--- config.mk ---
export PLATFORM = sky130hd
export DESIGN_NAME = pairwise_coulomb_energy_core
export DESIGN_NICKNAME = d
export VERILOG_FILES = /design/src/hw/rtl/pce_pkg.sv /design/src/hw/rtl/pce_divider.sv /design/src/hw/rtl/pairwise_coulomb_energy_core.sv
export SDC_FILE = /design/constraint.sdc
export NUM_CORES = 2
export LEC_CHECK = 0
export BUFFER_PORTS_ARGS = -buffer_cell sky130_fd_sc_hd__buf_4
export CAP_MARGIN = 20
export CORE_ASPECT_RATIO = 0.6
export CORE_UTILIZATION = 28
export DETAILED_ROUTE_END_ITERATION = 16
export HOLD_SLACK_MARGIN = 0.12
export SLEW_MARGIN = 20
export SYNTH_ARGS = -nofsm -noshare
export SYNTH_HDL_FRONTEND = slang
export SYNTH_HIERARCHICAL = 1
export SYNTH_SLANG_ARGS = --single-unit
--- constraint.sdc ---
create_clock -name clk -period 9.2 [get_ports clk]
set_input_delay 0.92 -clock clk [delete_from_list [all_inputs] [get_ports clk]]
set_output_delay 0.92 -clock clk [all_outputs]
set_load 0.01 [all_outputs]
--- src/hw/rtl/pce_pkg.sv ---
// ============================================================================
// pce_pkg
// Shared types and constants for the pairwise Coulomb energy core.
// ============================================================================
package pce_pkg;

    localparam logic [31:0] GammaReset = 32'd65536;

    typedef enum logic [3:0] {
        ST_IDLE,
        ST_SQ,
        ST_SQRT,
        ST_DIV_SETUP,
        ST_DIV,
        ST_ACC,
        ST_RES_SETUP,
        ST_RES_DIV,
        ST_RES_FIN,
        ST_OUT
    } pce_state_t;

    // Operation requested from the shared divider.
    typedef struct packed {
        logic        start;
        logic [63:0] num_hi;
        logic [63:0] num_lo;
        logic [63:0] den;
    } pce_div_req_t;

    typedef struct packed {
        logic        busy;
        logic        done;
        logic [63:0] quo_hi;
        logic [63:0] quo_lo;
    } pce_div_rsp_t;

endpackage

--- src/hw/rtl/pce_divider.sv ---
// ============================================================================
// pce_divider
// Radix-2 restoring divider, 128-bit dividend by 64-bit divisor, one bit per cycle.
// ============================================================================
module pce_divider
    import pce_pkg::*;
(
    input  logic         clk,
    input  logic         rst_n,
    input  pce_div_req_t req,
    output pce_div_rsp_t rsp
);

    logic [127:0] quo_reg, quo_next;
    logic [64:0]  rem_reg, rem_next;
    logic [63:0]  den_reg, den_next;
    logic [7:0]   cnt_reg, cnt_next;
    logic         busy_reg, busy_next;
    logic         done_reg, done_next;
    logic [64:0]  trial;

    always_comb
    begin
        quo_next  = quo_reg;
        rem_next  = rem_reg;
        den_next  = den_reg;
        cnt_next  = cnt_reg;
        busy_next = busy_reg;
        done_next = 1'b0;
        trial     = {rem_reg[63:0], quo_reg[127]};
        if (req.start)
        begin
            quo_next  = {req.num_hi, req.num_lo};
            rem_next  = '0;
            den_next  = req.den;
            cnt_next  = 8'd128;
            busy_next = 1'b1;
        end
        else if (busy_reg)
        begin
            if (trial >= {1'b0, den_reg})
            begin
                rem_next = trial - {1'b0, den_reg};
                quo_next = {quo_reg[126:0], 1'b1};
            end
            else
            begin
                rem_next = trial;
                quo_next = {quo_reg[126:0], 1'b0};
            end
            cnt_next = cnt_reg - 8'd1;
            if (cnt_reg == 8'd1)
            begin
                busy_next = 1'b0;
                done_next = 1'b1;
            end
        end
    end

    always_ff @(posedge clk or negedge rst_n)
    begin
        if (!rst_n)
        begin
            busy_reg <= 1'b0;
            done_reg <= 1'b0;
            cnt_reg  <= '0;
        end
        else
        begin
            busy_reg <= busy_next;
            done_reg <= done_next;
            cnt_reg  <= cnt_next;
        end
    end

    always_ff @(posedge clk)
    begin
        quo_reg <= quo_next;
        rem_reg <= rem_next;
        den_reg <= den_next;
    end

    assign rsp.busy   = busy_reg;
    assign rsp.done   = done_reg;
    assign rsp.quo_hi = quo_reg[127:64];
    assign rsp.quo_lo = quo_reg[63:0];

`ifndef ASSERT_OFF
    a_done_ends_busy: assert property (@(posedge clk) disable iff (!rst_n)
        rsp.done |-> !rsp.busy) else $error("divider done while busy");
    a_count_zero_idle: assert property (@(posedge clk) disable iff (!rst_n)
        !busy_reg |-> (cnt_reg == 8'd0 || $past(req.start) == 1'b0))
        else $error("divider count");
    a_done_after_busy: assert property (@(posedge clk) disable iff (!rst_n)
        $rose(done_reg) |-> $past(busy_reg)) else $error("done without work");
`endif

endmodule

--- src/hw/rtl/pairwise_coulomb_energy_core.sv ---
// ============================================================================
// pairwise_coulomb_energy_core
// Direct Coulomb energy sum over ion pairs with a shared iterative divider.
// ============================================================================
// Channel | Direction | Handshake
// in      | input     | in_valid / in_stall, one pair per beat
// out     | output    | out_valid / out_stall, one result per last beat
// cfg     | input     | gamma_we / gamma_wdata, no wait
// A pair is squared and rooted, then divided unless the root or the charge product is
// zero; after the last pair the sum is divided by gamma unless gamma is zero.
// Reset clears the sum, its flag and gamma to 1.0.
// The input is stalled while a beat is in work or a result waits.
module pairwise_coulomb_energy_core
    import pce_pkg::*;
(
    input  logic               clk,
    input  logic               rst_n,
    input  logic               gamma_we,
    input  logic [31:0]        gamma_wdata,
    input  logic               in_valid,
    output logic               in_stall,
    input  logic signed [7:0]  charge_a,
    input  logic signed [7:0]  charge_b,
    input  logic               real_a,
    input  logic               real_b,
    input  logic signed [31:0] disp_x,
    input  logic signed [31:0] disp_y,
    input  logic signed [31:0] disp_z,
    input  logic               last_pair,
    output logic               out_valid,
    input  logic               out_stall,
    output logic signed [63:0] energy,
    output logic               saturated
);

    pce_state_t   state_reg, state_next;
    logic [31:0]  gamma_reg;
    logic [63:0]  sum_reg, sum_next;
    logic         sat_reg, sat_next;
    logic [31:0]  ax_reg, ay_reg, az_reg;
    logic [16:0]  num_reg;
    logic         neg_reg, last_reg;
    logic [1:0]   sq_cnt_reg, sq_cnt_next;
    logic [63:0]  s_reg, s_next;
    logic [63:0]  root_reg, root_next;
    logic [63:0]  one_reg, one_next;
    logic [63:0]  res_reg, res_next;
    logic         rsat_reg, rsat_next;
    logic [31:0]  sq_op;
    logic [63:0]  sq_prod;
    logic [63:0]  rplus;
    logic [63:0]  abs_sum;
    logic         accepted;
    logic signed [15:0] qq;
    logic signed [17:0] qqw;
    logic [63:0]  term;
    logic         term_sat;
    logic [64:0]  add_wide;
    pce_div_req_t dreq;
    pce_div_rsp_t drsp;

    pce_divider u_div (.clk(clk), .rst_n(rst_n), .req(dreq), .rsp(drsp));

    assign accepted = in_valid && !in_stall;
    assign qq       = charge_a * charge_b;
    assign qqw      = 18'(qq) * $signed({16'd0, real_a} + {16'd0, real_b});
    assign abs_sum  = sum_reg[63] ? (64'd0 - sum_reg) : sum_reg;

    always_comb
    begin
        case (sq_cnt_reg)
            2'd0:    sq_op = ax_reg;
            2'd1:    sq_op = ay_reg;
            default: sq_op = az_reg;
        endcase
        sq_prod = 64'(sq_op) * 64'(sq_op);
        rplus   = root_reg + one_reg;
    end

    // Term clamp and saturating add.
    always_comb
    begin
        term_sat = 1'b0;
        term     = drsp.quo_lo;
        if (drsp.quo_hi != 64'd0 || drsp.quo_lo > {1'b0, {63{1'b1}}})
        begin
            if (!neg_reg || drsp.quo_hi != 64'd0 || drsp.quo_lo != {1'b1, 63'd0})
                term_sat = 1'b1;
            term = neg_reg ? {1'b1, 63'd0} : {1'b0, {63{1'b1}}};
        end
        else if (neg_reg)
        begin
            term = 64'd0 - drsp.quo_lo;
        end
        add_wide = {sum_reg[63], sum_reg} + {term[63], term};
    end

    always_comb
    begin
        state_next  = state_reg;
        sq_cnt_next = sq_cnt_reg;
        s_next      = s_reg;
        root_next   = root_reg;
        one_next    = one_reg;
        case (state_reg)
            ST_IDLE:
            begin
                if (accepted)
                begin
                    state_next  = ST_SQ;
                    sq_cnt_next = 2'd0;
                    s_next      = '0;
                end
            end
            ST_SQ:
            begin
                s_next      = s_reg + sq_prod;
                sq_cnt_next = sq_cnt_reg + 2'd1;
                if (sq_cnt_reg == 2'd2)
                begin
                    root_next  = '0;
                    one_next   = {2'b01, 62'd0};
                    state_next = ST_SQRT;
                end
            end
            ST_SQRT:
            begin
                if (s_reg >= rplus)
                begin
                    s_next    = s_reg - rplus;
                    root_next = (root_reg >> 1) + one_reg;
                end
                else
                begin
                    root_next = root_reg >> 1;
                end
                one_next = one_reg >> 2;
                if (one_reg[0])
                    state_next = ST_DIV_SETUP;
            end
            ST_DIV_SETUP:
            begin
                if (root_reg == 64'd0 || num_reg == 17'd0)
                    state_next = last_reg ? ST_RES_SETUP : ST_IDLE;
                else
                    state_next = ST_DIV;
            end
            ST_DIV:
            begin
                if (drsp.done)
                    state_next = last_reg ? ST_RES_SETUP : ST_IDLE;
            end
            ST_RES_SETUP:
            begin
                state_next = (gamma_reg == 32'd0) ? ST_RES_FIN : ST_RES_DIV;
            end
            ST_RES_DIV:
            begin
                if (drsp.done)
                    state_next = ST_RES_FIN;
            end
            ST_RES_FIN:  state_next = ST_OUT;
            ST_OUT:
            begin
                if (!out_stall)
                    state_next = ST_IDLE;
            end
            default:     state_next = ST_IDLE;
        endcase
    end

    always_comb
    begin
        dreq        = '0;
        sum_next    = sum_reg;
        sat_next    = sat_reg;
        res_next    = res_reg;
        rsat_next   = rsat_reg;
        case (state_reg)
            ST_DIV_SETUP:
            begin
                dreq.start  = (root_reg != 64'd0) && (num_reg != 17'd0);
                dreq.num_hi = 64'(num_reg[16]);
                dreq.num_lo = {num_reg[15:0], 48'd0};
                dreq.den    = root_reg;
            end
            ST_DIV:
            begin
                if (drsp.done)
                begin
                    sat_next = sat_reg | term_sat;
                    if (add_wide[64] != add_wide[63])
                    begin
                        sat_next = 1'b1;
                        sum_next = add_wide[64] ? {1'b1, 63'd0} : {1'b0, {63{1'b1}}};
                    end
                    else
                    begin
                        sum_next = add_wide[63:0];
                    end
                end
            end
            ST_RES_SETUP:
            begin
                dreq.start  = (gamma_reg != 32'd0);
                dreq.num_hi = 64'(abs_sum >> 49);
                dreq.num_lo = {abs_sum[48:0], 15'd0};
                dreq.den    = 64'(gamma_reg);
            end
            ST_RES_FIN:
            begin
                rsat_next = sat_reg;
                if (gamma_reg == 32'd0)
                begin
                    if (abs_sum == 64'd0)
                        res_next = '0;
                    else
                    begin
                        rsat_next = 1'b1;
                        res_next  = sum_reg[63] ? {1'b1, 63'd0} : {1'b0, {63{1'b1}}};
                    end
                end
                else if (drsp.quo_hi != 64'd0 || drsp.quo_lo > {1'b0, {63{1'b1}}})
                begin
                    if (!sum_reg[63] || drsp.quo_hi != 64'd0
                        || drsp.quo_lo != {1'b1, 63'd0})
                        rsat_next = 1'b1;
                    res_next = sum_reg[63] ? {1'b1, 63'd0} : {1'b0, {63{1'b1}}};
                end
                else
                begin
                    res_next = sum_reg[63] ? (64'd0 - drsp.quo_lo) : drsp.quo_lo;
                end
                sum_next = '0;
                sat_next = 1'b0;
            end
            default: ;
        endcase
    end

    always_ff @(posedge clk or negedge rst_n)
    begin
        if (!rst_n)
        begin
            state_reg  <= ST_IDLE;
            gamma_reg  <= GammaReset;
            sum_reg    <= '0;
            sat_reg    <= 1'b0;
            sq_cnt_reg <= '0;
        end
        else
        begin
            state_reg  <= state_next;
            sum_reg    <= sum_next;
            sat_reg    <= sat_next;
            sq_cnt_reg <= sq_cnt_next;
            if (gamma_we)
                gamma_reg <= gamma_wdata;
        end
    end

    always_ff @(posedge clk)
    begin
        s_reg    <= s_next;
        root_reg <= root_next;
        one_reg  <= one_next;
        res_reg  <= res_next;
        rsat_reg <= rsat_next;
        if (accepted)
        begin
            ax_reg   <= disp_x[31] ? (32'd0 - disp_x) : disp_x;
            ay_reg   <= disp_y[31] ? (32'd0 - disp_y) : disp_y;
            az_reg   <= disp_z[31] ? (32'd0 - disp_z) : disp_z;
            num_reg  <= qqw[17] ? 17'(18'd0 - qqw) : 17'(qqw);
            neg_reg  <= qqw[17];
            last_reg <= last_pair;
        end
    end

    assign in_stall  = (state_reg != ST_IDLE);
    assign out_valid = (state_reg == ST_OUT);
    assign energy    = res_reg;
    assign saturated = rsat_reg;

`ifndef ASSERT_OFF
    a_no_overlap: assert property (@(posedge clk) disable iff (!rst_n)
        out_valid |-> in_stall) else $error("input open while result waits");
    a_out_hold: assert property (@(posedge clk) disable iff (!rst_n)
        out_valid && out_stall |=> out_valid && $stable(energy))
        else $error("result dropped");
    a_sum_clear: assert property (@(posedge clk) disable iff (!rst_n)
        state_reg == ST_RES_FIN |=> sum_reg == 64'd0 && !sat_reg)
        else $error("sum not cleared");
`endif

endmodule

* Yosys cells after proc, flatten, opt, wreduce, memory -nomap -nowiden
Index checks and enable logic that the tools add are counted.
Storage, ports and cells: register bits 741, latch bits 0, RAM bits 0, ROM bits 0, input bits 152, output and inout port bits 67, word-level logic and storage cells 159, memories 0
Cells by class: add/sub/neg operators 15, $mul 3, div/mod/pow operators 0, order comparisons 3, equality and inequality tests 20, shifts and indexed selects 0, multiplexer cells 60, bitwise gates (word level) 1, reductions and logical operators 32
Operator list (count):
- $mux W64 | 18
- $pmux W193 S2 | 1
- $pmux W64 S2 | 3
- $mux W128 | 2
- $pmux W64 S3 | 1
- $add A64 B64 Y64 | 2
- $logic_not A64 Y1 | 2
- $reduce_bool A64 Y1 | 2
- $sub A1 B64 Y64 const A | 2
- $sub A64 B64 Y64 | 2
- $sub A1 B32 Y32 const A | 3
- $mux W31 | 3
- $add A64 B64 Y65 | 1
- $ge A65 B64 Y1 | 1
- $add A63 B64 Y64 | 1
- $ge A64 B64 Y1 | 1
- $gt A64 B63 Y1 const B | 1
- $mul A32 B32 Y64 | 1
- $ne A64 B64 Y1 const B | 1
- $pmux W32 S2 | 1
- $pmux W4 S9 | 1
- $logic_not A32 Y1 | 1
- $reduce_bool A32 Y1 | 1
- $mux W4 | 7
- 37 further kinds | 75

* Logic depth before layout (Yosys ltp)
word-level depth 9, gate-level depth with buffers 41, depth with buffers taken out 36

* Cells and area by module
The synthesis kept the hierarchy.
By module, submodules not included:
- pairwise_coulomb_energy_core | instances 1, cells an instance 8204, area an instance 70886.7 um2, sequential area each 12788.5 um2
- pce_divider | instances 1, cells an instance 1363, area an instance 14696.6 um2, sequential area each 7297.0 um2

* Worst setup path before layout
No wires, ideal clock.
path kind register -> register, start point register sq_cnt_reg[0], end point register s_reg[51] (data pin), setup time 272 ps, arrival 9599 ps, required time 8928 ps, path slack -671 ps, stages on the path, launching flop included 38, buffers on the path 4, period minus slack after synthesis 9871 ps, cells stage by stage dfrtp_1 inv_1 ha_1 clkbuf_1 nor2_1 clkbuf_1 clkbuf_1 a21o_1 clkbuf_1 nand2_1 fa_1 inv_1 fa_1 fa_1 inv_1 fa_1 inv_1 fa_1 [... 2 more ...] inv_1 fa_1 inv_1 fa_1 inv_1 ha_1 a21o_1 a21o_1 a211oi_1 o21ai_1 a31oi_1 o31ai_1 a211oi_1 nor3_1 a211oi_1 o21ai_0 and4_1 or4_1
On the way: longest elaborated chain between the ends 5, elaborated cells on any way between the ends 6, classes of those cells add/sub (1); mul (1); eq/ne (1); mux (2); reduce/logical (1)
RTL lines:
- start, declared | line pairwise_coulomb_energy_core.sv:43 | logic [1:0] sq_cnt_reg, sq_cnt_next;
- start signal, assigned | line pairwise_coulomb_energy_core.sv:256 | sq_cnt_reg <= sq_cnt_next;
- $eq A2 B1 Y1 / $logic_not A2 Y1 (equally long branches) | line pairwise_coulomb_energy_core.sv:71 | case (sq_cnt_reg)
- $pmux W32 S2 * | line pairwise_coulomb_energy_core.sv:71
- $mul A32 B32 Y64 * | line pairwise_coulomb_energy_core.sv:76 | sq_prod = 64'(sq_op) * 64'(sq_op);
- $add A64 B64 Y64 * | line pairwise_coulomb_energy_core.sv:117 | s_next = s_reg + sq_prod;
- $pmux W64 S3 * | line pairwise_coulomb_energy_core.sv:105 | case (state_reg)
- via s_next[51] | line pairwise_coulomb_energy_core.sv:44 | logic [63:0] s_reg, s_next;
- end signal, assigned | line pairwise_coulomb_energy_core.sv:264 | s_reg <= s_next;
- end, declared | line pairwise_coulomb_energy_core.sv:44
The timed path passes the listed nets; every way through them passes the cells marked *. A chain may end at the register's enable or synchronous reset.

* Final worst setup path
start point register sq_cnt_reg[0], end point register s_reg[63] (data pin)
Same word-level chain as after synthesis.

==> results.toml <==
[run_status]
status = "complete, no violations"

[grt]
grt_pass1_vias = 66701
overflow = 0
globalRouteTotalUtil_pct = 18.0
antenna_found_initial = 7
grt_pass1_wl_um = 424000
grt_max_degree = 155

[hold_path]
min_path_type = "in -> reg"

[final_layout]
stdcell_area_um2 = 99200
drive_above_1_share_pct = 14.5
syn_to_final_growth_pct = 15.9
multiInputGateArea_um2 = 59400
nets = 11672
register_area_um2 = 20100
fillers = 31342
post-route-util_pct = 32.8
layout.cells.non_filler = 14107
largest_register_ffs = 128

[routing]
routed_wl_um = 282000
drc = 0
wire_per_inst_um = 20.0
dr_wl_met3_um = 36300
maxUsedRoutingLayer = "met5"
wl_met2_um = 102000
drt-met1-wl_um = 141000
vias = 70323
ant_nets = 0
drt_iter0_drc = 7192
dr.pass1.iters = 6
drt-vias-per-instance = 4.98

[clocking]
cts.sinks = 709
cts_tree = "built"
cts_max_path_buffers = 3
clock_latency_ns = 0.71
clkTransAtPathRegs_ns = 0.07
cts_buffers = 75
clockRootBuffer = "clkbuf_16"
cts_max_level = 3

[timing]
setup_viol = 0
fin_crit_sh_pct = 97.3
fmax_mhz = 112
fin_tns_setup_ns = 0
relSlewSlack_pct = 21.6
worst-slew-pin-transition_ns = 1.17
skew_ns = 0.0675
drv_slew = 0
hold_violations = 0
finalCriticalPeriod_ns = 8.96

[yosys]
synthCells = 9566
synth_area_um2 = 85600
avgSynthCellArea_um2 = 8.95
yosysWarnings = 6

[place]
gp_congestion = 0.964
io_buffer_count = 218
hpwl_um = 231000
place_area_um2 = 94500
placedCellCount = 13886

[setup_path]
slowest_delay_ns = 0.62
critPathBufInv = 10
end_kind = "register"
cpMaxStageDelayCell = "fa_2"
critPathKind = "reg -> reg"
crit_arrival_ns = 9.37
crit_path_max_fanout = 14
cp_top_family = "adder cells"
worstPathRequired_ns = 9.62
cp-start-kind = "register"
crit_top_cell = "fa_1"

[die]
io_pins = 219
core_area_um2 = 303000
die_area_um2 = 308000
die_x_um = 716
num_rows = 156
start_util_pct = 28.3
die_y_um = 430

[pwr]
finalPower_uw = 8530
power.switching_uw = 2450
p_leak_uw = 0.0450
clock_power_share_pct = 39.2
sw_frac_of_total_pct = 28.8
p_int_uw = 6070
p_comb_share_pct = 19.4
p_per_area_nw_per_um2 = 86.0
p_seq_share_pct = 41.4
ir_drop_uv = 183

[flow_run]
drv_cap = 0
-- cell usage in the layout (no fill, tap or decap), types with 110 or more instances in the layout --
cell and n:
buf_4 688, edfxtp_1 532, ha_1 559, nand2_1 911
nor3_1 142, xor2_1 240, dfrtp_1 110, nor2_1 757
mux2_2 163, o21ai_0 393, a21o_1 181, and2_1 187
fa_1 888, inv_1 1408, xnor2_1 326, a21oi_1 478
-- routing by layer --
layer / vias to the layer above / global-route usage, %
met4: 2 / 2.33
met5: - / 0.218
li1: 32907 / -
met1: 34077 / 28.5
met2: 3129 / 22.4
met3: 208 / 7.27
-- what timing repair did --
action / 4_1_cts / 5_1_grt
buffers inserted: 11 / 62
pin swaps: 6 / 166
resized for setup: 33 / 351
setup endpoints to repair: 15 / 24
endpoints found under the hold margin: 4 / 0
hold buffers: 1 / 0
cloned: 0 / 3
-- per-stage QoR --
stage	hold WS [ns]	worst slack [ns]
global route	0.397	-0.0347
global placement	0.473	-0.194
floorplan	0.442	-0.00632
detailed placement	0.476	-0.337
finish	0.433	0.244
CTS	0.395	0.000253
-- worst paths after layout --
kind | start | endpoint | slack, ns | depth (start not counted)
worst max-delay path | sq_cnt_reg[0] | s_reg[63] | 0.24 | 35
worst min-delay path | last_pair | last_reg | 0.43 | 1
worst max register to register | sq_cnt_reg[0] | s_reg[63] | 0.24 | 35
worst min register to register | u_div/rem_reg[30] | u_div/rem_reg[30] | 0.49 | 2
max in group asynchronous | rst_n | u_div/busy_reg | 6.70 | 4
min in group asynchronous | rst_n | sum_reg[44] | 0.78 | 2
-- power groups by stage --
stage | clock network, uW | registers (uW) | logic [uW]
floorplan | 0 | 3590 | 1260
global placement | 0 | 3600 | 1660
detailed placement | 0 | 3600 | 1650
CTS | 3430 | 3530 | 1670
global route | 3540 | 3530 | 1900
finish | 3340 | 3530 | 1650
-- area by class of cell --
type / count / share of cell area [%]
multi-input combinational: 6984 / 59.9
clock inverter: 51 / 0.660
tap: 4029 / 5.08
antenna: 5 / 0.0126
clock buffer: 88 / 1.98
inverter: 1462 / 5.57
sequential: 709 / 20.3
timing repair buffer: 779 / 6.56
-- worst reg2reg max path, delay by kind of cell, from the launching register on --
family / cells / cell delay (ns)
compound gates: 11 / 2.22
xor+xnor: 1 / 0.09
fa+ha+maj: 10 / 4.39
buf+inv: 10 / 1.27
flops: 1 / 0.42
simple gates: 3 / 0.28
(Power assumes the default switching activity.)
